===== src/hw/rtl/matrix3x3_inverse_top_defines.svh =====
// ----------------------------------------------------------------------------
// matrix3x3_inverse_top_defines.svh
// Assertion macros used by the matrix inverse output stage (mi3_out)
// ----------------------------------------------------------------------------
`ifndef MATRIX3X3_INVERSE_TOP_DEFINES_SVH
`define MATRIX3X3_INVERSE_TOP_DEFINES_SVH

// same-cycle implication, clocked on clk, off during rst
`define MI3_ASSERT_IMP(name, ante, cons) \
  name: assert property (@(posedge clk) disable iff (rst) (ante) |-> (cons)) \
    else $error("mi3 same-cycle check failed");

// next-cycle implication, clocked on clk, off during rst
`define MI3_ASSERT_NXT(name, ante, cons) \
  name: assert property (@(posedge clk) disable iff (rst) (ante) |=> (cons)) \
    else $error("mi3 next-cycle check failed");

`endif


===== src/hw/rtl/mi3_pkg.sv =====
// ----------------------------------------------------------------------------
// mi3_pkg
// Types and constants of the 3x3 matrix inverse pipeline
// ----------------------------------------------------------------------------
package mi3_pkg;

  localparam int FRAC_BITS_DEF = 16;
  localparam int DIM           = 3;
  localparam int NLANE         = DIM * DIM;
  localparam int DATA_W        = 32;
  localparam int PROD_W        = 2 * DATA_W;
  localparam int ADJ_W         = PROD_W + 1;
  localparam int AMAG_W        = PROD_W;
  localparam int TERM_W        = DATA_W + AMAG_W;
  localparam int DET_W         = TERM_W + 2;
  localparam int DMAG_W        = DET_W - 1;
  localparam int ABS_DET_W     = 63;
  localparam int QB            = DATA_W + 1;

  localparam int NXT [DIM] = '{1, 2, 0};
  localparam int PRV [DIM] = '{2, 0, 1};

  typedef struct packed {
    logic signed [DATA_W-1:0] m00;
    logic signed [DATA_W-1:0] m01;
    logic signed [DATA_W-1:0] m02;
    logic signed [DATA_W-1:0] m10;
    logic signed [DATA_W-1:0] m11;
    logic signed [DATA_W-1:0] m12;
    logic signed [DATA_W-1:0] m20;
    logic signed [DATA_W-1:0] m21;
    logic signed [DATA_W-1:0] m22;
  } mat_t;

  typedef struct packed {
    logic signed [DATA_W-1:0] inv00;
    logic signed [DATA_W-1:0] inv01;
    logic signed [DATA_W-1:0] inv02;
    logic signed [DATA_W-1:0] inv10;
    logic signed [DATA_W-1:0] inv11;
    logic signed [DATA_W-1:0] inv12;
    logic signed [DATA_W-1:0] inv20;
    logic signed [DATA_W-1:0] inv21;
    logic signed [DATA_W-1:0] inv22;
    logic [ABS_DET_W-1:0]     abs_det;
    logic                     singular;
  } res_t;

  typedef struct packed {
    logic                 det_zero;
    logic [NLANE-1:0]     neg;
    logic [ABS_DET_W-1:0] abs_det;
  } side_t;

endpackage


===== src/hw/rtl/mi3_out.sv =====
// ----------------------------------------------------------------------------
// mi3_out
// Rounding and saturation of the inverse, output register and skid stage
// ----------------------------------------------------------------------------
`include "matrix3x3_inverse_top_defines.svh"

module mi3_out import mi3_pkg::*; (
  input  logic          clk,
  input  logic          rst,
  input  logic          up_vld,
  input  logic [QB-1:0] q [NLANE],
  input  logic          rnd [NLANE],
  input  side_t         side,
  output logic          up_ready,
  output logic          res_valid,
  input  logic          res_ready,
  output res_t          res
);

  localparam logic [DATA_W-1:0] MAX_POS = {1'b0, {(DATA_W-1){1'b1}}};
  localparam logic [DATA_W-1:0] MAX_NEG = {1'b1, {(DATA_W-1){1'b0}}};

  logic [DATA_W-1:0] iv [NLANE];
  res_t              rnext;
  res_t              obuf;
  res_t              skid;
  logic              out_vld;
  logic              skid_vld;

  always_comb begin
    logic [DATA_W:0] qs;
    logic            sat;
    for (int l = 0; l < NLANE; l++) begin
      qs  = {1'b0, q[l][DATA_W-1:0]} + (DATA_W + 1)'(rnd[l]);
      sat = q[l][QB-1] | qs[DATA_W] | qs[DATA_W-1];
      if (side.det_zero) begin
        iv[l] = '0;
      end else if (side.neg[l]) begin
        iv[l] = sat ? MAX_NEG : DATA_W'(-qs);
      end else begin
        iv[l] = sat ? MAX_POS : qs[DATA_W-1:0];
      end
    end
    rnext.inv00    = iv[0];
    rnext.inv01    = iv[1];
    rnext.inv02    = iv[2];
    rnext.inv10    = iv[3];
    rnext.inv11    = iv[4];
    rnext.inv12    = iv[5];
    rnext.inv20    = iv[6];
    rnext.inv21    = iv[7];
    rnext.inv22    = iv[8];
    rnext.abs_det  = side.abs_det;
    rnext.singular = side.det_zero;
  end

  always_ff @(posedge clk) begin
    if (rst) begin
      out_vld  <= 1'b0;
      skid_vld <= 1'b0;
    end else if (res_ready || !out_vld) begin
      if (skid_vld) begin
        out_vld  <= 1'b1;
        skid_vld <= 1'b0;
      end else begin
        out_vld <= up_vld;
      end
    end else if (up_vld && !skid_vld) begin
      skid_vld <= 1'b1;
    end
  end

  always_ff @(posedge clk) begin
    if (res_ready || !out_vld) begin
      if (skid_vld) begin
        obuf <= skid;
      end else if (up_vld) begin
        obuf <= rnext;
      end
    end else if (up_vld && !skid_vld) begin
      skid <= rnext;
    end
  end

  assign up_ready  = ~skid_vld;
  assign res_valid = out_vld;
  assign res       = obuf;

  `MI3_ASSERT_IMP(a_skid_behind_out, skid_vld, out_vld)
  `MI3_ASSERT_NXT(a_skid_takes_stall, !skid_vld && out_vld && !res_ready && up_vld, skid_vld)
  `MI3_ASSERT_IMP(a_singular_zero, out_vld && obuf.singular, obuf.abs_det == '0 && obuf.inv00 == '0 && obuf.inv22 == '0)

endmodule


===== config.mk =====
export PLATFORM = sky130hd
export DESIGN_NAME = mi3_out
export DESIGN_NICKNAME = d
export VERILOG_FILES = /design/src/hw/rtl/mi3_pkg.sv /design/src/hw/rtl/mi3_out.sv
export VERILOG_INCLUDE_DIRS = /design/src /design/src/hw/rtl
export SDC_FILE = /design/constraint.sdc
export NUM_CORES = 2
export LEC_CHECK = 0
export ABC_AREA = 0
export BUFFER_PORTS_ARGS = -buffer_cell sky130_fd_sc_hd__buf_4
export CAP_MARGIN = 20
export CORE_MARGIN = 1.5
export CORE_UTILIZATION = 55
export CTS_CLUSTER_SIZE = 40
export DETAILED_ROUTE_END_ITERATION = 10
export PLACE_DENSITY_LB_ADDON = 0.2
export SLEW_MARGIN = 15
export SYNTH_ARGS = -nofsm -noshare
export SYNTH_HDL_FRONTEND = slang
export SYNTH_SLANG_ARGS = --single-unit
export TNS_END_PERCENT = 100

===== constraint.sdc =====
create_clock -name clk -period 33.4 [get_ports clk]
set_input_delay 1.67 -clock clk [delete_from_list [all_inputs] [get_ports clk]]
set_output_delay 1.67 -clock clk [all_outputs]
set_load 0.01 [all_outputs]

* Word-level counts from Yosys, hierarchy flattened
Index checks and enable logic that the tools add are counted.
Cells by class: $add $sub $neg 18, muxes and demuxes 39, bitwise logic cells 20, reduce and logical (&&, ||, !) cells 8
Operators by type and width (number):
- $mux 32 | 36
- $mux 352 | 2
- $add 32x1->33 | 9
- $neg 32->32 | 9
- $or 1x1->1 | 18
- $reduce_and 2->1 | 2
- $logic_not 1->1 | 2
- $not 1->1 | 2
- $reduce_bool 2->1 | 1
- $reduce_or 2->1 | 1
- $logic_and 1x1->1 | 1
- $logic_or 1x1->1 | 1
- $mux 1 | 1
Word-level totals: flip-flop bits (word level) 706, bits of input ports 383, output and inout bits 354

* Depth between registers and ports, before layout
depth in word-level cells 8, depth in mapped cells 15, depth with buffers taken out 12

* Worst setup path after synthesis
Ideal clock, no wire load.
path type input to register, from in res_ready, to reg skid[0] in the netlist's numbering (enable), arrival 27184 ps, path slack 4647 ps, stages 2, path through nand2b_1 > nor3b_1
On the way: word-level cells in the longest chain between the ends 3
Ends and longest elaborated chain:
- start, declared | RTL line mi3_out.sv:16 | input logic res_ready,
- $logic_or 1x1->1 | RTL line mi3_out.sv:74 | if (res_ready || !out_vld) begin
- $not 1->1 (no line)
- $reduce_and 2->1 (no line)
- end signal, assigned | RTL line mi3_out.sv:81 | skid <= rnext;
- end, declared | RTL line mi3_out.sv:26 | res_t skid;
Every way passes these cells. A chain may end at the register's enable or synchronous reset.

* Worst setup path after layout
from in q[132] in the netlist's numbering, to reg obuf (netlist bit res[219]), data pin
On the way: word-level cells in the longest chain between the ends 8, elaborated cells between the ends (all ways) 10, classes of those cells add/sub: 2; mux: 6; bitwise: 2
Ends and longest elaborated chain:
- start, declared | RTL line mi3_out.sv:11 | input logic [QB-1:0] q [NLANE],
- $add 32x1->33 (*) | RTL line mi3_out.sv:34 | qs = {1'b0, q[l][DATA_W-1:0]} + (DATA_W + 1)'(rnd[l]);
- parallel branches: the longest is 3 deep, another holds $neg 32->32
- $mux 32 (*) | RTL line mi3_out.sv:38 | end else if (side.neg[l]) begin
- $mux 32 (*) | RTL line mi3_out.sv:36 | if (side.det_zero) begin
- $mux 352 (*) | RTL line mi3_out.sv:77 | end else if (up_vld) begin
- $mux 352 (*) | RTL line mi3_out.sv:75 | if (skid_vld) begin
- end signal, assigned | RTL line mi3_out.sv:76 | obuf <= skid;
- end signal, assigned | RTL line mi3_out.sv:78 | obuf <= rnext;
- end, declared | RTL line mi3_out.sv:25 | res_t obuf;
Mark *: on every way between the ends. The select of a mux whose other input is x is not followed.

==> flow_metrics.tcl <==
set metrics [dict create \
    seq_area_frac_synth_pct 47.5 \
    syn-num-nets 5136 \
    synth_fa_ha_area_share_pct 0.757 \
    ys_types 101 \
    ys_ff_latch 706 \
    cts_buffer_depth 3 \
    tns_ns 0 \
    drtAntennaViolNets 0 \
    synth-compound-area-share_pct 14.3 \
    crit_fanout 12 \
    crit_required_ns 33.81 \
    finalPower_uw 2400 \
    grt_max_degree 151 \
    first_pass_iters 6 \
    synth_top_family_by_area "simple AND/OR/NAND/NOR gates" \
    cts_max_level 3 \
    p_leak_uw 0.0193 \
    insertion_delay_ns 0.64 \
    final_nets 5670 \
    synth-xor-area-share_pct 6.26 \
    worst_pin_slew_ns 1.10 \
    critical_path.max_stage_delay_ns 0.71 \
    dp.cells 6238 \
    yosys_warnings 0 \
    post_cts_buffers 0 \
    cts_tree "done" \
    synth_area_mm2 0.0446 \
    p_comb_share_pct 15.6 \
    setup_violations 0 \
    gp_congestion 0.982 \
    grt_usage_pct 33.5 \
    synth_mux_area_share_pct 5.56 \
    period_share_pct 16.3 \
    dpl_cell_area_mm2 0.0506 \
    design_area_mm2 0.0536 \
    cp.arrival_ns 5.87 \
    finalWirelength_um 145000 \
    path_clk_slew_ns 0.06 \
    vias 40100 \
    critPathLaunchType "primary input" \
    status "completed" \
    synthToLayoutAreaGrowth_pct 20.0 \
    synth_edf_count 704 \
    power.density_mw_per_mm2 44.8 \
    core_area_mm2 0.0804 \
    grt_pass1_vias 36300 \
    wirelength_met1_um 58100 \
    max_clock_freq_ghz 0.183 \
    p_clk_share_pct 40.5 \
    synth-simple-area-share_pct 22.3 \
    die_y_um 288 \
    grt_pass1_wl_um 216000 \
    crit_path_end_kind "flip-flop" \
    hold_slack_ns 0.508 \
    final_cell_count_no_fill 6418 \
    clockRootBuffer "clkbuf_16" \
    cts.sinks 706 \
    final_common_cell "buf_4" \
    crit_type "in -> reg" \
    p_sw_share_pct 26.7 \
    switchingPower_uw 642 \
    syn_inst 4726 \
    drtIter0Drc 4095 \
    fin_skew_ns 0.0283 \
    period_needed_ns 5.46 \
    wl_met3_um 12200 \
    post-route-drc-count 0 \
    worstPathCellList "buf_4 > ha_1 > ha_1 > nand4_1 > or4_1 > xnor2_1 > a211oi_1 > nor3b_1 > nor3b_1 > nand3_1 > mux2i_1 > o41ai_1" \
    async_flop_share_pct 0 \
    hold_viol_final 0 \
    numCtsBuffers 80 \
    top_layer "met5" \
    peakVddDrop_uv 46.5 \
    ctsResizeCount 0 \
    crit_slowest_cell "nor3b_1" \
    maxSlewHeadroom_pct 24.4 \
    vias_per_cell 6.26 \
    rows 104 \
    initial_utilization_pct 55.5 \
    die-area_mm2 0.0828 \
    io_buffers 736 \
    maxCapViolCount 0 \
    hold_path.class "reg -> reg" \
    p_int_uw 1760 \
    die_w_um 288 \
    ys.flop_type "edfxtp_1" \
    grt-ovfl-total 0 \
    maxSlewViolCount 0 \
    avgRoutedWirePerCell_um 22.6 \
    ctsHoldBuffers 0 \
    rsz0062_at_grt "no" \
    fillerInstances 6557 \
    layout_common_cells "buf_4 (765), edfxtp_1 (704), nand2_1 (637)" \
    seq_power_share_pct 43.9 \
    hpwl_um 104000 \
    drive_gt1_share_pct 20.7 \
    dr_wl_met2_um 67400 \
    ioPinCount 737 \
    antenna_found_initial 34 \
    postSynthAreaPerCell_um2 9.44 \
]
[power groups by stage]
stage / clock (µW) / sequential, µW / combinational (µW)
after floorplan: 0 / 1110 / 180
after global placement: 0 / 1070 / 363
after detailed placement: 0 / 1070 / 368
after CTS: 984 / 1050 / 371
after global routing: 1020 / 1060 / 404
final: 972 / 1050 / 374
[flip-flops by register name, indices dropped and copies added (netlist names)]
signal	count
res	352
skid	352
res_valid	1
skid_vld	1
[cell families (layout without fill, tap and decap cells)]
group / after synthesis / in the layout
muxes: 231 / 231
and+or+nand+nor: 2020 / 2020
buffers and inverters: 381 / 983
adders and majority gates: 27 / 27
DFF: 706 / 706
other: 0 / 30
AOI/OAI and AO/OA: 1042 / 1042
xor gates and xnor gates: 319 / 319
[worst paths after layout]
| kind | from | slack, ns | endpoint | cells after the start |
|---|---|---|---|---|
| worst max register to register | skid_vld$_SDFFE_PP0P_ | 29.79 | res[94]$_DFFE_PP_ | 4 |
| worst min-delay path | skid[299]$_DFFE_PP_ | 0.51 | res[299]$_DFFE_PP_ | 2 |
| worst min register to register | skid[299]$_DFFE_PP_ | 0.51 | res[299]$_DFFE_PP_ | 2 |
| worst max-delay path | q[132] | 27.94 | res[219]$_DFFE_PP_ | 12 |
[per-layer routing]
metal / up-vias / track usage (%)
met5: - / 0
met4: 10 / 16.3
met3: 322 / 5.98
met2: 1847 / 52.8
met1: 19200 / 44.6
li1: 18700 / -
[final cells by class]
type / instances / area (µm²) / area share, %
Clock inverter: 61 / 870 / 1.62
Tap cell: 1060 / 1330 / 2.48
Inverter: 65 / 246 / 0.460
Clock buffer: 89 / 2040 / 3.80
Multi-Input combinational cell: 3639 / 22000 / 41.1
Antenna cell: 30 / 75.1 / 0.140
Sequential cell: 706 / 21200 / 39.6
Timing Repair Buffer: 768 / 5800 / 10.8
[synthesized netlist by cell type (45+ instances only)]
cell	instances	area [µm²]
xnor2_1	169	1480
clkbuf_1	257	965
mux2i_1	97	971
inv_1	63	236
nand3_1	209	1050
and4_1	45	394
o31ai_1	80	601
nor4_1	77	482
and3_1	91	569
xor2_1	150	1310
a21oi_1	317	1590
edfxtp_1	704	21100
nor3_1	122	611
o21ai_0	316	1580
nor2_1	448	1680
and2_1	56	350
nand2_1	638	2390
nand4_1	134	838
mux2_2	134	1510
[through the flow]
step / util [%] / setup slack, ns
floorplan: - / 4.65
global placement: 62.9 / 27.61
detailed placement: 62.9 / 27.42
CTS: 66.5 / 28.06
global route: 66.6 / 27.64
finish: 66.6 / 27.94
[worst max-delay path: cells and delay by family]
family / cells / cell delay (ns)
AOI/OAI and AO/OA: 2 / 0.79
and+or+nand+nor: 5 / 2.13
xor gates and xnor gates: 1 / 0.16
buffers and inverters: 1 / 0.08
adders and majority gates: 2 / 0.86
muxes: 1 / 0.17
(Power assumes the default switching activity.)
